File: src/sv/lfsd_pkg.sv
// ----------------------------------------------------------------------------
// LED frame stream decoder package
// Shared types and constants of the LED frame stream decoder.
// ----------------------------------------------------------------------------
package lfsd_pkg;

   typedef enum logic [1:0] {
      MODE_RGB24       = 2'd0,
      MODE_RGB565_RUN  = 2'd1,
      MODE_INDEXED     = 2'd2,
      MODE_INDEXED_RUN = 2'd3
   } mode_type;

   localparam int CSR_INDEX_W = 1;
   localparam int CSR_DATA_W  = 8;

   localparam logic [CSR_INDEX_W-1:0] CSR_MODE      = 1'b0;
   localparam logic [CSR_INDEX_W-1:0] CSR_LED_COUNT = 1'b1;

   localparam logic [7:0] LEN_MASK    = 8'h7F;
   localparam logic [7:0] RED_MASK    = 8'hF8;
   localparam logic [7:0] GRN_HI_MASK = 8'h07;
   localparam logic [7:0] GRN_LO_MASK = 8'hE0;
   localparam logic [7:0] BLU_MASK    = 8'h1F;

   localparam logic [1:0] COMP_RED   = 2'd0;
   localparam logic [1:0] COMP_GREEN = 2'd1;
   localparam logic [1:0] COMP_BLUE  = 2'd2;

   // Work handed from the parser to the run emitter for one transaction.
   typedef struct packed {
      logic        clear;
      logic        emit;
      logic [7:0]  len;
      logic        use_pal;
      logic        black;
      logic [23:0] rgb;
   } item_type;

   // One colour component written into the palette.
   typedef struct packed {
      logic       we;
      logic [1:0] comp;
      logic [7:0] entry;
      logic [7:0] data;
   } pal_wr_type;

endpackage

File: src/sv/lfsd_emitter.sv
// ----------------------------------------------------------------------------
// LED frame stream decoder run emitter
// Holds one parsed transaction, places the run in the frame and drives the
// result register.
// ----------------------------------------------------------------------------
module lfsd_emitter (
   input  logic               clock,
   input  logic               reset,
   input  logic               accept,
   input  lfsd_pkg::item_type item,
   input  logic [23:0]        pal_data,
   input  logic [7:0]         led_count,
   output logic               in_ready,
   output logic               rsp_valid,
   input  logic               rsp_ready,
   output logic [7:0]         rsp_red,
   output logic [7:0]         rsp_green,
   output logic [7:0]         rsp_blue,
   output logic [7:0]         rsp_first_led,
   output logic [7:0]         rsp_led_span,
   output logic               rsp_frame_done
);
   import lfsd_pkg::*;

   logic        s1_valid_ff;
   item_type    s1_item_ff;
   logic        produces;
   logic        out_free;
   logic        s1_move;
   logic [7:0]  frame;
   logic [7:0]  pos_ff, pos_in;
   logic [7:0]  start_pos;
   logic [7:0]  rem;
   logic [7:0]  n;
   logic [8:0]  end_pos;
   logic        done;
   logic [23:0] color;

   logic        rsp_valid_ff;
   logic [23:0] color_ff;
   logic [7:0]  first_ff;
   logic [7:0]  len_ff;
   logic        done_ff;

   assign produces = s1_item_ff.emit && (s1_item_ff.len != 8'd0);
   assign out_free = !rsp_valid_ff || rsp_ready;
   assign s1_move  = s1_valid_ff && (!produces || out_free);
   assign in_ready = !s1_valid_ff || s1_move;

   always_comb begin
      frame     = (led_count == 8'd0) ? 8'd1 : led_count;
      start_pos = s1_item_ff.clear ? 8'd0 : pos_ff;
      if (start_pos >= frame) begin
         start_pos = 8'd0;
      end
      rem     = frame - start_pos;
      n       = (s1_item_ff.len < rem) ? s1_item_ff.len : rem;
      end_pos = {1'b0, start_pos} + {1'b0, n};
      done    = (end_pos >= {1'b0, frame});
      if (!produces) begin
         pos_in = s1_item_ff.clear ? 8'd0 : pos_ff;
      end else if (done) begin
         pos_in = 8'd0;
      end else begin
         pos_in = end_pos[7:0];
      end
      if (!s1_item_ff.use_pal) begin
         color = s1_item_ff.rgb;
      end else if (s1_item_ff.black) begin
         color = 24'd0;
      end else begin
         color = pal_data;
      end
   end

   always_ff @(posedge clock) begin
      if (reset) begin
         s1_valid_ff <= 1'b0;
      end else if (accept) begin
         s1_valid_ff <= 1'b1;
      end else if (s1_move) begin
         s1_valid_ff <= 1'b0;
      end
   end

   always_ff @(posedge clock) begin
      if (accept) begin
         s1_item_ff <= item;
      end
   end

   always_ff @(posedge clock) begin
      if (reset) begin
         pos_ff <= 8'd0;
      end else if (s1_move) begin
         pos_ff <= pos_in;
      end
   end

   always_ff @(posedge clock) begin
      if (reset) begin
         rsp_valid_ff <= 1'b0;
      end else if (s1_move && produces) begin
         rsp_valid_ff <= 1'b1;
      end else if (rsp_ready) begin
         rsp_valid_ff <= 1'b0;
      end
   end

   always_ff @(posedge clock) begin
      if (s1_move && produces) begin
         color_ff <= color;
         first_ff <= start_pos;
         len_ff   <= n;
         done_ff  <= done;
      end
   end

   assign rsp_valid      = rsp_valid_ff;
   assign rsp_red        = color_ff[23:16];
   assign rsp_green      = color_ff[15:8];
   assign rsp_blue       = color_ff[7:0];
   assign rsp_first_led  = first_ff;
   assign rsp_led_span   = len_ff;
   assign rsp_frame_done = done_ff;

   a_len_nonzero: assert property (@(posedge clock) disable iff (reset)
      rsp_valid_ff |-> (len_ff != 8'd0))
      else $error("run of zero length presented");

   a_run_in_frame: assert property (@(posedge clock) disable iff (reset)
      rsp_valid_ff |-> (({1'b0, first_ff} + {1'b0, len_ff}) <= {1'b0, frame}))
      else $error("run extends past the frame end");

   a_done_at_end: assert property (@(posedge clock) disable iff (reset)
      rsp_valid_ff |-> (done_ff == (({1'b0, first_ff} + {1'b0, len_ff}) == {1'b0, frame})))
      else $error("frame done flag does not match the run end");

   a_pos_in_frame: assert property (@(posedge clock) disable iff (reset)
      (s1_move && produces) |=> (pos_ff < frame))
      else $error("frame position left outside the frame after a run");

endmodule

File: config.mk
export PLATFORM = sky130hd
export DESIGN_NAME = lfsd_emitter
export DESIGN_NICKNAME = d
export VERILOG_FILES = /design/src/sv/lfsd_pkg.sv /design/src/sv/lfsd_emitter.sv
export SDC_FILE = /design/constraint.sdc
export NUM_CORES = 1
export LEC_CHECK = 0
export ABC_AREA = 1
export ABC_CLOCK_PERIOD_IN_PS = 13400
export BUFFER_PORTS_ARGS = -buffer_cell sky130_fd_sc_hd__buf_2
export CORE_MARGIN = 2
export CORE_UTILIZATION = 58
export CTS_CLUSTER_SIZE = 20
export DETAILED_ROUTE_END_ITERATION = 12
export PLACE_DENSITY = 0.86
export REMOVE_ABC_BUFFERS = 1
export SYNTH_ARGS = -nofsm -noshare
export SYNTH_HDL_FRONTEND = slang
export SYNTH_SLANG_ARGS = --single-unit
export TNS_END_PERCENT = 30
File: constraint.sdc
create_clock -name clock -period 13.4 [get_ports clock]
set_input_delay 1.34 -clock clock [delete_from_list [all_inputs] [get_ports clock]]
set_output_delay 1.34 -clock clock [all_outputs]
set_load 0.01 [all_outputs]
==> impl_metrics.toml <==
[synth]
synthAdderAreaFrac_pct = 10.9
synth_warnings = 0
muxShareOfSynthArea_pct = 0
synth_top_area_share_pct = 48.8
ys_async_sr_fraction_pct = 0
avgSynthCellArea_um2 = 10.1
yosysMostFrequentCell = "inv_1"
synth_flop_cell = "edfxtp_1"
synth_area_leaders = "edfxtp_1 (49%), ha_1 (10%), inv_1 (6.7%), nand2_1 (4.7%), dfxtp_1 (4.2%)"
ys_seq_area_share_pct = 53.1
synth_area_leader_cell = "edfxtp_1"
synth_compound_area_share_pct = 11.5
yosys-top-cells-count = "inv_1 (84), edfxtp_1 (77), nand2_1 (59), ha_1 (38), nand3_1 (37)"
synth_top_family_by_area = "simple AND/OR/NAND/NOR gates"
synth_xor_area_share_pct = 1.82
synth_edf_count = 77
synthesis.area_mm2 = 0.00473
synthSimpleGateAreaFrac_pct = 14.5
ys_types = 36
postSynthCellCount = 471
ys_seq_elements = 87

[power]
ir_drop_mv = 0.124
p_clk_share_pct = 27.2
p_comb_share_pct = 28.6
power.density_mw_per_mm2 = 133
power_switching_mw = 0.241
p_total_mw = 0.741
internal-power_mw = 0.501
power.share.switching_pct = 32.5
power.leakage_nw = 2.67
p_seq_share_pct = 44.2

[detailed_routing]
drc = 0
dr.pass1.iters = 5
vias = 3713
detail_route.wl_per_cell_um = 16.3
via_per_inst = 5.40
ant_nets = 0
drt_iter0_markers = 235
routed_wirelength_um = 11200

[floorplan]
die_y_um = 94.4
core_area_mm2 = 0.00781
initial_core_util_pct = 60.6
die_x_um = 94.4
ioPinCount = 115
die_area_mm2 = 0.00890
num_rows = 32

[finish]
drive_gt1_share_pct = 27.9
num-fill-cells = 554
fin_nets = 693
syn2layout_area_growth_pct = 18.0
n_antenna_cell = 0

[hold_path]
hold_class = "reg2reg"
worstHoldStart = "s1_valid_ff"
holdPathStages = 2
min_to = "s1_valid_ff"

[grt]
grt-busiest-layer = "met2"
use_met3_pct = 5.19
grt_usage_pct = 25.2
use_met2_pct = 42.6
gr-total-overflow = 0
grt_pass1_vias = 3504
met1_usage_pct = 30.9
grt_max_degree = 49
antenna_found_initial = 0
grt_pass1_wl_um = 16800

[run_status]
run_status = "complete, no violations"

[clock_tree]
path_clk_slew_ns = 0.09
cts_tree = "yes"
ctsHoldBuffers = 0
clockRootBuffer = "clkbuf_8"
cts_buffers = 9
cts_resized = 0
htreeDepth = 3
insertion_delay_ns = 0.35
cts_setup_buffers = 0
clock_sinks = 87
cts.path.max_buffers = 2

[setup_path]
crit_path_start_kind = "primary input"
cp_max_fo = 15
critPathSlowestCell = "o21ai_0"
endpoint_kind = "register"
cp_common_cell = "nand2_1"
crit_required_ns = 13.70
crit_start = "led_count[1]"
r2r_setup_slack_ns = 6.35
reg2regPathDepth = 38
r2r-start = "s1_item_ff[35]"
worstSetupPathType = "in2reg"
r2r_end = "pos_ff[4]"
arrival_ns = 7.93
slowest_delay_ns = 0.50

[timing]
finalSetupViolCount = 0
drv_slew = 0
setup_tns_ns = 0
fmax_mhz = 131
rsz0062_at_grt = "no"
layout_min_cycle_time_ns = 7.64
tightestPinTransition_ns = 1.29
relSlewSlack_pct = 14.0
fin_crit_sh_pct = 57.0
final-hold-violation-count = 0
clock_skew_ns = 0.0144

[place]
dp_hpwl_um = 8500
routabilityCongestion = 1.07
port_buffers = 114

[job]
max_cap_viol_count = 0
## worst max path at each step
| stage | to | slack (ns) | cells past startpoint |
|---|---|---|---|
| floorplan | pos_ff[7] | 6.47 | 45 |
| global placement | pos_ff[7] | 5.73 | 43 |
| detailed placement | pos_ff[4] | 5.53 | 44 |
| CTS | pos_ff[4] | 5.90 | 44 |
| global route | pos_ff[4] | 5.13 | 44 |
| finish | pos_ff[4] | 5.76 | 44 |
## worst max-delay path: cells and delay by family
family	cells	cell delay (ns)
compound gates	12	2.25
buf+inv	7	0.71
xor+xnor	1	0.20
simple gates	19	1.87
fa+ha+maj	5	1.55
## cell type report
type | instances | area, µm² | share of cell area, %
clock buffer | 9 | 124 | 2.22
clock inverter | 6 | 91.3 | 1.63
inverter | 87 | 328 | 5.87
multi-input combinational | 282 | 1830 | 32.8
sequential | 87 | 2510 | 45.0
tap | 102 | 128 | 2.28
timing repair buffer | 114 | 571 | 10.2
## cell usage in the layout (no fill, tap or decap), types with 10 or more instances in the layout
cell	n
ha_1	38
nand2_1	59
nand2_2	10
buf_2	114
nand3_1	37
inv_1	84
nor2_1	25
dfxtp_1	10
a21oi_1	29
edfxtp_1	77
o21ai_0	34
## routing by layer
layer	share of wire, %	up-vias
met5	0	-
met4	3.5	0
met3	5.8	32
met2	50	166
met1	40	1719
li1	-	1796
## power by group through the flow
stage / sequential, mW / clock, mW / combinational, mW
2_1_floorplan: 0.335 / 0 / 0.144
3_3_place_gp: 0.333 / 0 / 0.198
3_5_place_dp: 0.334 / 0 / 0.206
4_1_cts: 0.328 / 0.203 / 0.209
5_1_grt: 0.330 / 0.213 / 0.234
6_report: 0.328 / 0.202 / 0.212
## sequential cells by signal, indices dropped and copies added (netlist names)
name,count
color_ff,24
s1_item_ff,36
rsp_valid,1
rsp_first_led,8
rsp_frame_done,1
s1_valid_ff,1
pos_ff,8
rsp_led_span,8
## logic make-up after synthesis
kind of cell / Yosys count
fa+ha+maj: 40
compound gates: 89
flops: 87
xor+xnor: 9
buf+inv: 102
simple gates: 144
## stage by stage
step	instance area (µm²)	setup slack, ns	utilization (%)	instances	hold slack, ns
2_1_floorplan	4670	6.47	-	456	0.515
6_report	5590	5.76	71.6	687	0.548
3_5_place_dp	5370	5.53	68.8	672	0.539
4_1_cts	5590	5.90	71.6	687	0.554
3_3_place_gp	5370	5.73	68.8	672	0.523
5_1_grt	5590	5.13	71.6	687	0.592
Power figures use the tool's default switching activity.
