## config.mk

```make
export PLATFORM = sky130hd
export DESIGN_NAME = lfsd_parser
export DESIGN_NICKNAME = d
export VERILOG_FILES = /design/src/sv/lfsd_pkg.sv /design/src/sv/lfsd_parser.sv
export SDC_FILE = /design/constraint.sdc
export NUM_CORES = 1
export LEC_CHECK = 0
export ABC_AREA = 0
export ABC_CLOCK_PERIOD_IN_PS = 6900
export BUFFER_PORTS_ARGS = -buffer_cell sky130_fd_sc_hd__buf_2
export CORE_MARGIN = 2
export CORE_UTILIZATION = 55
export CTS_CLUSTER_DIAMETER = 60
export DETAILED_ROUTE_END_ITERATION = 7
export PLACE_DENSITY = 0.89
export SYNTH_ARGS = -nofsm -noshare
export SYNTH_HDL_FRONTEND = slang
export SYNTH_SLANG_ARGS = --single-unit
export TNS_END_PERCENT = 5
```

## constraint.sdc

```tcl
create_clock -name clock -period 6.9 [get_ports clock]
set_clock_uncertainty 0.15 [all_clocks]
set_input_delay 1.38 -clock clock [delete_from_list [all_inputs] [get_ports clock]]
set_output_delay 1.38 -clock clock [all_outputs]
set_load 0.01 [all_outputs]
```

## src/sv/lfsd_pkg.sv

```systemverilog
// ----------------------------------------------------------------------------
// LED frame stream decoder package
// Shared types and constants of the LED frame stream decoder.
// ----------------------------------------------------------------------------
package lfsd_pkg;

   typedef enum logic [1:0] {
      MODE_RGB24       = 2'd0,
      MODE_RGB565_RUN  = 2'd1,
      MODE_INDEXED     = 2'd2,
      MODE_INDEXED_RUN = 2'd3
   } mode_type;

   localparam int CSR_INDEX_W = 1;
   localparam int CSR_DATA_W  = 8;

   localparam logic [CSR_INDEX_W-1:0] CSR_MODE      = 1'b0;
   localparam logic [CSR_INDEX_W-1:0] CSR_LED_COUNT = 1'b1;

   localparam logic [7:0] LEN_MASK    = 8'h7F;
   localparam logic [7:0] RED_MASK    = 8'hF8;
   localparam logic [7:0] GRN_HI_MASK = 8'h07;
   localparam logic [7:0] GRN_LO_MASK = 8'hE0;
   localparam logic [7:0] BLU_MASK    = 8'h1F;

   localparam logic [1:0] COMP_RED   = 2'd0;
   localparam logic [1:0] COMP_GREEN = 2'd1;
   localparam logic [1:0] COMP_BLUE  = 2'd2;

   // Work handed from the parser to the run emitter for one transaction.
   typedef struct packed {
      logic        clear;
      logic        emit;
      logic [7:0]  len;
      logic        use_pal;
      logic        black;
      logic [23:0] rgb;
   } item_type;

   // One colour component written into the palette.
   typedef struct packed {
      logic       we;
      logic [1:0] comp;
      logic [7:0] entry;
      logic [7:0] data;
   } pal_wr_type;

endpackage

```

## src/sv/lfsd_parser.sv

```systemverilog
// ----------------------------------------------------------------------------
// LED frame stream decoder parser
// Byte parser: palette header loading and pixel code assembly per mode.
// ----------------------------------------------------------------------------
module lfsd_parser #(
   parameter int PALETTE_DEPTH = 256
) (
   input  logic                  clock,
   input  logic                  reset,
   input  logic                  accept,
   input  logic [7:0]            data_byte,
   input  logic                  start_of_stream,
   input  lfsd_pkg::mode_type    mode,
   output lfsd_pkg::item_type    item,
   output lfsd_pkg::pal_wr_type  pal_wr
);
   import lfsd_pkg::*;

   localparam logic [8:0] DEPTH_W = 9'(PALETTE_DEPTH);

   logic [7:0]  size_ff,  size_in,  size_e;
   logic [9:0]  load_ff,  load_in,  load_e;
   logic        hd_ff,    hd_in,    hd_e;
   logic [1:0]  phase_ff, phase_in, phase_e;
   logic [15:0] held_ff,  held_in,  held_e;
   logic [7:0]  entry_ff, entry_in, entry_e;
   logic [1:0]  comp_ff,  comp_in,  comp_e;
   logic [9:0]  triple_bytes;
   logic [7:0]  hi;
   logic [7:0]  lo;

   always_comb begin
      size_e  = start_of_stream ? 8'd0  : size_ff;
      load_e  = start_of_stream ? 10'd0 : load_ff;
      hd_e    = start_of_stream ? 1'b0  : hd_ff;
      phase_e = start_of_stream ? 2'd0  : phase_ff;
      held_e  = start_of_stream ? 16'd0 : held_ff;
      entry_e = start_of_stream ? 8'd0  : entry_ff;
      comp_e  = start_of_stream ? COMP_RED : comp_ff;
   end

   assign triple_bytes = {1'b0, size_e, 1'b0} + {2'b00, size_e};
   assign hi = held_e[15:8];
   assign lo = data_byte;

   always_comb begin
      size_in  = size_e;
      load_in  = load_e;
      hd_in    = hd_e;
      phase_in = phase_e;
      held_in  = held_e;
      entry_in = entry_e;
      comp_in  = comp_e;

      item.clear   = start_of_stream;
      item.emit    = 1'b0;
      item.len     = 8'd1;
      item.use_pal = 1'b0;
      item.black   = ({1'b0, data_byte} >= DEPTH_W) || (data_byte >= size_e);
      item.rgb     = 24'd0;

      pal_wr.we    = 1'b0;
      pal_wr.comp  = comp_e;
      pal_wr.entry = entry_e;
      pal_wr.data  = data_byte;

      if (mode[1] && !hd_e) begin
         if (load_e == 10'd0) begin
            size_in = data_byte;
            load_in = 10'd1;
            hd_in   = (data_byte == 8'd0);
         end else begin
            pal_wr.we = ({1'b0, entry_e} < DEPTH_W);
            if (comp_e == COMP_BLUE) begin
               comp_in  = COMP_RED;
               entry_in = entry_e + 8'd1;
            end else begin
               comp_in = comp_e + 2'd1;
            end
            load_in = load_e + 10'd1;
            if (load_e >= triple_bytes) begin
               hd_in = 1'b1;
            end
         end
      end else begin
         unique case (mode)
            MODE_RGB24, MODE_RGB565_RUN: begin
               if (phase_e == 2'd0) begin
                  held_in  = (mode == MODE_RGB24) ? {8'd0, data_byte}
                                                  : {8'd0, data_byte & LEN_MASK};
                  phase_in = 2'd1;
               end else if (phase_e == 2'd1) begin
                  held_in  = {data_byte, held_e[7:0]};
                  phase_in = 2'd2;
               end else begin
                  phase_in  = 2'd0;
                  item.emit = 1'b1;
                  if (mode == MODE_RGB24) begin
                     item.rgb = {held_e[7:0], held_e[15:8], data_byte};
                  end else begin
                     item.len = held_e[7:0] & LEN_MASK;
                     item.rgb = {hi & RED_MASK,
                                 (hi & GRN_HI_MASK) << 5 | (lo & GRN_LO_MASK) >> 3,
                                 (lo & BLU_MASK) << 3};
                  end
               end
            end
            MODE_INDEXED: begin
               phase_in     = 2'd0;
               item.emit    = 1'b1;
               item.use_pal = 1'b1;
            end
            MODE_INDEXED_RUN: begin
               if (phase_e == 2'd0) begin
                  held_in  = {8'd0, data_byte};
                  phase_in = 2'd1;
               end else begin
                  phase_in     = 2'd0;
                  item.emit    = 1'b1;
                  item.use_pal = 1'b1;
                  item.len     = held_e[7:0];
               end
            end
         endcase
      end

      if (!accept) begin
         pal_wr.we = 1'b0;
      end
   end

   always_ff @(posedge clock) begin
      if (reset) begin
         size_ff  <= 8'd0;
         load_ff  <= 10'd0;
         hd_ff    <= 1'b0;
         phase_ff <= 2'd0;
         held_ff  <= 16'd0;
         entry_ff <= 8'd0;
         comp_ff  <= COMP_RED;
      end else if (accept) begin
         size_ff  <= size_in;
         load_ff  <= load_in;
         hd_ff    <= hd_in;
         phase_ff <= phase_in;
         held_ff  <= held_in;
         entry_ff <= entry_in;
         comp_ff  <= comp_in;
      end
   end

endmodule

```

==> flow_summary.yaml, run 1 <==
logic_synthesis:
  netlist_area_um2: 3550
  ys_types: 57
  synth_area_leaders: "dfxtp_1, ha_1, nor2_1"
  synth_top_area_frac: 0.265
  ys_async_sr_fraction: 0
  ys_seq_area_frac: 0.265
  synth_top_flop_cell: "dfxtp_1"
  ys_seq_elements: 47
  syn-num-nets: 503
  synthCells: 464
  synth.avg_cell_area_um2: 7.65
  yosys_warnings: 0
  synth.largest_area_cell: "dfxtp_1"
  synth_edf_count: 0
finish:
  seq_area_um2: 941
  area_growth_pct: 9.98
  n_antenna_cell: 0
  fill_cells: 533
  drive_above_1_share: 0.159
  fin_nets: 541
  design_area_um2: 3900
  fin_util: 0.622
  multiInputGateArea_um2: 2340
critical_path:
  reg2reg_slack_ns: 3.19
  r2r_start: "size_ff[1]"
  crit_required_ns: 5.37
  reg2reg_depth: 14
  criticalPathCategory: "input port to output pin"
  critPathCaptureType: "output pin"
  r2r_end: "hd_ff"
  arrival_ns: 3.79
  start_kind: "input port"
  critical_path_peak_fanout: 46
min_path:
  min_path_cells: 2
  hold_path_end: "load_ff[8]"
  hold_class: "flip-flop to flip-flop"
  min_from: "load_ff[8]"
cts:
  clockRootBuffer: "clkbuf_8"
  cts_resized: 0
  tritoncts: "done"
  clkTransAtPathRegs_ns: 0.09
  cts.path.max_buffers: 2
  htree_levels: 2
  postCtsSetupBuffers: 0
  clock-sinks: 47
  cts_hold_buf: 0
  cts_buffers: 5
  worstSkewPairLatency_ns: 0.30
flow_run:
  drv_cap: 0
power:
  p_switching_mw: 0.155
  power_density_nw_per_um2: 146
  clkPwrFrac: 0.349
  swShare: 0.274
  p_leak_nw: 1.70
  comb_power_share: 0.149
  ir_drop_mv: 0.0995
  p_seq_frac: 0.501
  p_int_mw: 0.413
  total_power_mw: 0.568
die:
  num_io_pins: 69
  rows: 29
  core_area_um2: 6280
  die_h_um: 84.3
  start_util: 0.565
  die_x_um: 84.3
  die_area_um2: 7110
grt:
  grt.total_usage: 0.249
  grt_pass1_wl_mm: 14.9
  antenna_found_initial: 0
  grt_max_degree: 47
  grt_overflow: 0
  grt_pass1_vias: 3160
route:
  post_drt_wl_per_cell_um: 15.7
  drcViolationCount: 0
  first_pass_iters: 7
  routed_wirelength_mm: 9.08
  via_per_inst: 6.11
  ant_nets: 0
  num_vias: 3535
  drt-initial-drc-count: 406
timing:
  slew-limit-headroom: 0.492
  slew_violations: 0
  worst_hold_slack_ns: 0.319
  setup_viol: 0
  timing.fmax_mhz: 188
  timing_hold_violations_final: 0
  grt_setup_unrepaired: "false"
  min_period_ns: 5.32
  finalSetupTns_ns: 0
  worstMarginPinSlew_ns: 0.761
  finalCritPeriodShare: 0.770
status:
  status: "finished clean"
placement:
  place_congestion: 0.859
  dp_hpwl_mm: 6.46
  portBuffers: 68
  place_area_um2: 3800
==> state kept, by name (all words and copies together), names as in the netlist <==
| signal | count |
|---|---|
| comp_ff | 2 |
| entry_ff | 8 |
| hd_ff | 1 |
| held_ff | 16 |
| load_ff | 10 |
| phase_ff | 2 |
| size_ff | 8 |
==> metal layers <==
layer,global-route usage,vias up,share of wire
met1,0.331,1665,0.43
met2,0.426,142,0.49
met4,0.0587,0,0.014
li1,-,1709,-
met5,0,-,0
met3,0.0374,19,0.062
==> cell usage after synthesis, types with 3 or more instances <==
master    instances
dfxtp_1          47
a22o_1           16
a21o_1            3
clkbuf_1         20
o211ai_1          3
nand4b_1          6
nor3_1            9
mux2i_1          14
nor3b_1           3
a21oi_1          27
and2_1           15
nor2b_1          17
buf_4             9
o21ai_0          24
a211oi_1          7
xnor2_1          11
nor4_1            4
nand3b_1          4
inv_1            20
ha_1             25
nand2_1          39
nand2b_1          9
nor2_1           58
or4_1             3
a22oi_1           8
buf_2             7
and3_1            5
a32o_1            3
nand3_1          11
a32oi_1           3
==> worst max-delay path by stage <==
stage               startpoint  endpoint  slack (ns)  cells after the start
2_1_floorplan  start_of_stream     hd_ff        2.19                     17
3_3_place_gp   start_of_stream     hd_ff        1.62                     16
3_5_place_dp   start_of_stream     hd_ff        1.42                     16
4_1_cts        start_of_stream  item[16]        1.63                      6
5_1_grt        start_of_stream     hd_ff        1.30                     16
6_report       start_of_stream  item[16]        1.58                      6
==> through the flow <==
stage | worst slack, ns | cells
2_1_floorplan | 2.19 | 464
3_3_place_gp | 1.62 | 572
3_5_place_dp | 1.42 | 572
4_1_cts | 1.63 | 579
5_1_grt | 1.30 | 579
6_report | 1.58 | 579
==> power groups by stage <==
stage	sequential, mW	combinational [mW]	clock, mW
global route	0.286	0.0939	0.208
detailed placement	0.291	0.0830	0
CTS	0.284	0.0839	0.199
global placement	0.290	0.0804	0
floorplan	0.285	0.0669	0
finish	0.285	0.0848	0.198
==> worst max-delay path: stages <==
cell     delay (ns)
buf_2          0.34
inv_1          0.57
nand3_1        0.68
nor2_1         0.48
and2_1         0.19
buf_2          0.13
==> placed cells by master (no fill, tap or decap), drive strengths merged, types with 2 or more instances in the layout <==
cell / synthesis / final
a211o: 2 / 2
a211oi: 7 / 7
a21boi: 2 / 2
a21o: 3 / 3
a21oi: 27 / 27
a221oi: 3 / 3
a22o: 16 / 16
a22oi: 8 / 8
a32o: 3 / 3
a32oi: 3 / 3
and2: 15 / 15
and3: 5 / 5
buf: 18 / 69
clkbuf: 20 / 6
dfxtp: 47 / 47
ha: 25 / 25
inv: 20 / 20
mux2i: 14 / 14
nand2: 39 / 39
nand2b: 9 / 9
nand3: 12 / 12
nand3b: 4 / 4
nand4: 2 / 2
nand4b: 6 / 6
nor2: 58 / 58
nor2b: 17 / 17
nor3: 9 / 9
nor3b: 3 / 3
nor4: 4 / 4
nor4b: 3 / 3
o211ai: 3 / 3
o21ai: 26 / 26
o21bai: 2 / 2
or4: 3 / 3
xnor2: 11 / 11
==> final cells by class <==
class                      instances  area share
timing repair buffer              69      0.0891
clock inverter                     1     0.00769
inverter                          20      0.0192
tap                               77      0.0247
multi-input combinational        359       0.600
clock buffer                       6      0.0186
sequential                        47       0.241
==> logic make-up after synthesis <==
| logic type | Yosys count | synth area share |
|---|---|---|
| AND/OR/NAND/NOR | 195 | 0.286 |
| AO/OA/AOI/OAI | 112 | 0.213 |
| buffers and inverters | 58 | 0.0755 |
| flip-flops | 47 | 0.265 |
| adder cells (fa/ha/maj) | 25 | 0.0882 |
| multiplexers | 15 | 0.0427 |
| XOR/XNOR | 12 | 0.0296 |
Power figures use the tool's default switching activity.
==> inputs of run 2 (changes only) <==
ABC_CLOCK_PERIOD_IN_PS = 4950   (was 6900)
clock period = 4.95 ns   (was 6.9 ns; I/O delays follow)
==> flow_summary.yaml, run 2 (synthesis gave the netlist of run 1 again) <==
status:
  status: "finished clean"
critical_path:
  start_kind: "input port"
  r2r_end: "hd_ff"
  critPathCaptureType: "flip-flop"
  max_stage_delay_ns: 0.47
  crit_required_ns: 4.97
  cpMaxStageDelayCell: "a221oi_1"
  r2r_start: "size_ff[1]"
  reg2reg_slack_ns: 1.13
  criticalPathCategory: "input port to flip-flop"
  reg2reg_depth: 14
  arrival_ns: 4.15
  critical_path_peak_fanout: 7
  worstPathCellList: "buf_2, nor2b_1, ha_1, ha_1, o21ai_0, a221oi_1, o21ai_0, a211oi_1, xor2_1, ha_1, a211oi_1, o21bai_1, o211ai_1, o21ai_0"
die:
  die_area_um2: 7110
  num_io_pins: 69
  core_area_um2: 6280
  start_util: 0.565
  die_h_um: 84.3
  die_x_um: 84.3
  rows: 29
power:
  power_density_nw_per_um2: 215
  comb_power_share: 0.141
  p_int_mw: 0.630
  p_seq_frac: 0.467
  total_power_mw: 0.850
  swShare: 0.259
  clkPwrFrac: 0.392
  ir_drop_mv: 0.162
  p_leak_nw: 1.72
  p_switching_mw: 0.220
finish:
  reg_top3: "held_ff (16), load_ff (10)"
  area_growth_pct: 11.2
  largest_reg_flops: 16
  layout_common_cells: "buf_2, nor2_1, dfxtp_1, nand2_1, a21oi_1"
  layout_commonest_cell: "buf_2"
  fill_cells: 528
  drive_above_1_share: 0.164
  n_antenna_cell: 0
  fin_nets: 543
  fin_util: 0.629
  regMostFlops: "held_ff"
route:
  via_per_inst: 6.08
  drcViolationCount: 0
  post_drt_wl_per_cell_um: 15.6
  first_pass_iters: 5
  ant_nets: 0
  drt-initial-drc-count: 312
  num_vias: 3537
  routed_wirelength_mm: 9.07
placement:
  dp_hpwl_mm: 6.53
  place_congestion: 0.854
  portBuffers: 68
  preCtsSetupSlack_ns: 0.542
timing:
  postLayoutSetupSlackWorst_ns: 0.823
  finalCritPeriodShare: 0.834
  worstMarginPinSlew_ns: 0.728
  timing_hold_violations_final: 0
  finalSetupTns_ns: 0
  slew-limit-headroom: 0.514
  timing.fmax_mhz: 242
  grt_setup_unrepaired: "false"
  min_period_ns: 4.13
  slew_violations: 0
  setup_viol: 0
min_path:
  min_path_cells: 2
  hold_path_end: "load_ff[8]"
  min_from: "load_ff[8]"
  hold_class: "flip-flop to flip-flop"
grt:
  grt_pass1_vias: 3313
  grt_overflow: 0
  grt_max_degree: 45
  antenna_found_initial: 0
  grt_pass1_wl_mm: 15.3
  grt.total_usage: 0.255
cts:
  htree_levels: 2
  postCtsSetupBuffers: 0
  worstSkewPairLatency_ns: 0.30
  cts.path.max_buffers: 2
  clkTransAtPathRegs_ns: 0.09
  cts_resized: 0
  tritoncts: "done"
  clock-sinks: 47
  cts_hold_buf: 0
  cts_buffers: 5
  clockRootBuffer: "clkbuf_8"
flow_run:
  drv_cap: 0
run 2: changes by cell type in the layout (fill, tap and decap cells not counted):
cell	before	now
bufinv_16	1	2
buf_4	1	3
run 2: layer usage:
| layer | track usage | up-vias | wire (um) |
|---|---|---|---|
| met5 | 0 | - | 0 |
| met4 | 0.0674 | 0 | 149 |
| met3 | 0.0452 | 23 | 591 |
| met2 | 0.454 | 138 | 4460 |
| met1 | 0.316 | 1659 | 3860 |
| li1 | - | 1717 | - |
run 2: worst max-delay path, delay by kind of cell:
family	cells	cell delay (ns)
AO/OA/AOI/OAI	8	1.76
adder cells (fa/ha/maj)	3	0.87
AND/OR/NAND/NOR	1	0.21
XOR/XNOR	1	0.19
buffers and inverters	1	0.13
run 2: cell type report:
type	instances	area [um2]	share of cell area
Clock inverter	2	60.1	0.0152
Tap cell	77	96.3	0.0244
Multi-Input combinational cell	359	2340	0.593
Timing Repair Buffer	71	363	0.0919
Inverter	20	75.1	0.0190
Sequential cell	47	941	0.238
Clock buffer	6	72.6	0.0184
run 2: how the worst max path moves through the flow:
| stage | startpoint | end | slack (ns) | cells after the start |
|---|---|---|---|---|
| after global routing | start_of_stream | hd_ff | 0.43 | 14 |
| final | start_of_stream | hd_ff | 0.82 | 14 |
| after global placement | start_of_stream | hd_ff | 0.78 | 14 |
| after floorplan | start_of_stream | hd_ff | 0.63 | 17 |
| after CTS | start_of_stream | hd_ff | 0.85 | 14 |
| after detailed placement | start_of_stream | hd_ff | 0.54 | 14 |
run 2: power by group through the flow:
| stage | clock [mW] | sequential, mW | combinational, mW |
|---|---|---|---|
| after floorplan | 0 | 0.398 | 0.0933 |
| after global placement | 0 | 0.404 | 0.114 |
| after detailed placement | 0 | 0.405 | 0.118 |
| after CTS | 0.335 | 0.396 | 0.119 |
| after global routing | 0.351 | 0.398 | 0.133 |
| final | 0.333 | 0.397 | 0.120 |
run 2: per-stage QoR:
stage          hold slack (ns)  std cells  instance area, um2
2_1_floorplan            0.285        464                3550
3_3_place_gp             0.301        574                3810
3_5_place_dp             0.308        574                3810
4_1_cts                  0.328        582                3950
5_1_grt                  0.373        582                3950
6_report                 0.333        582                3950
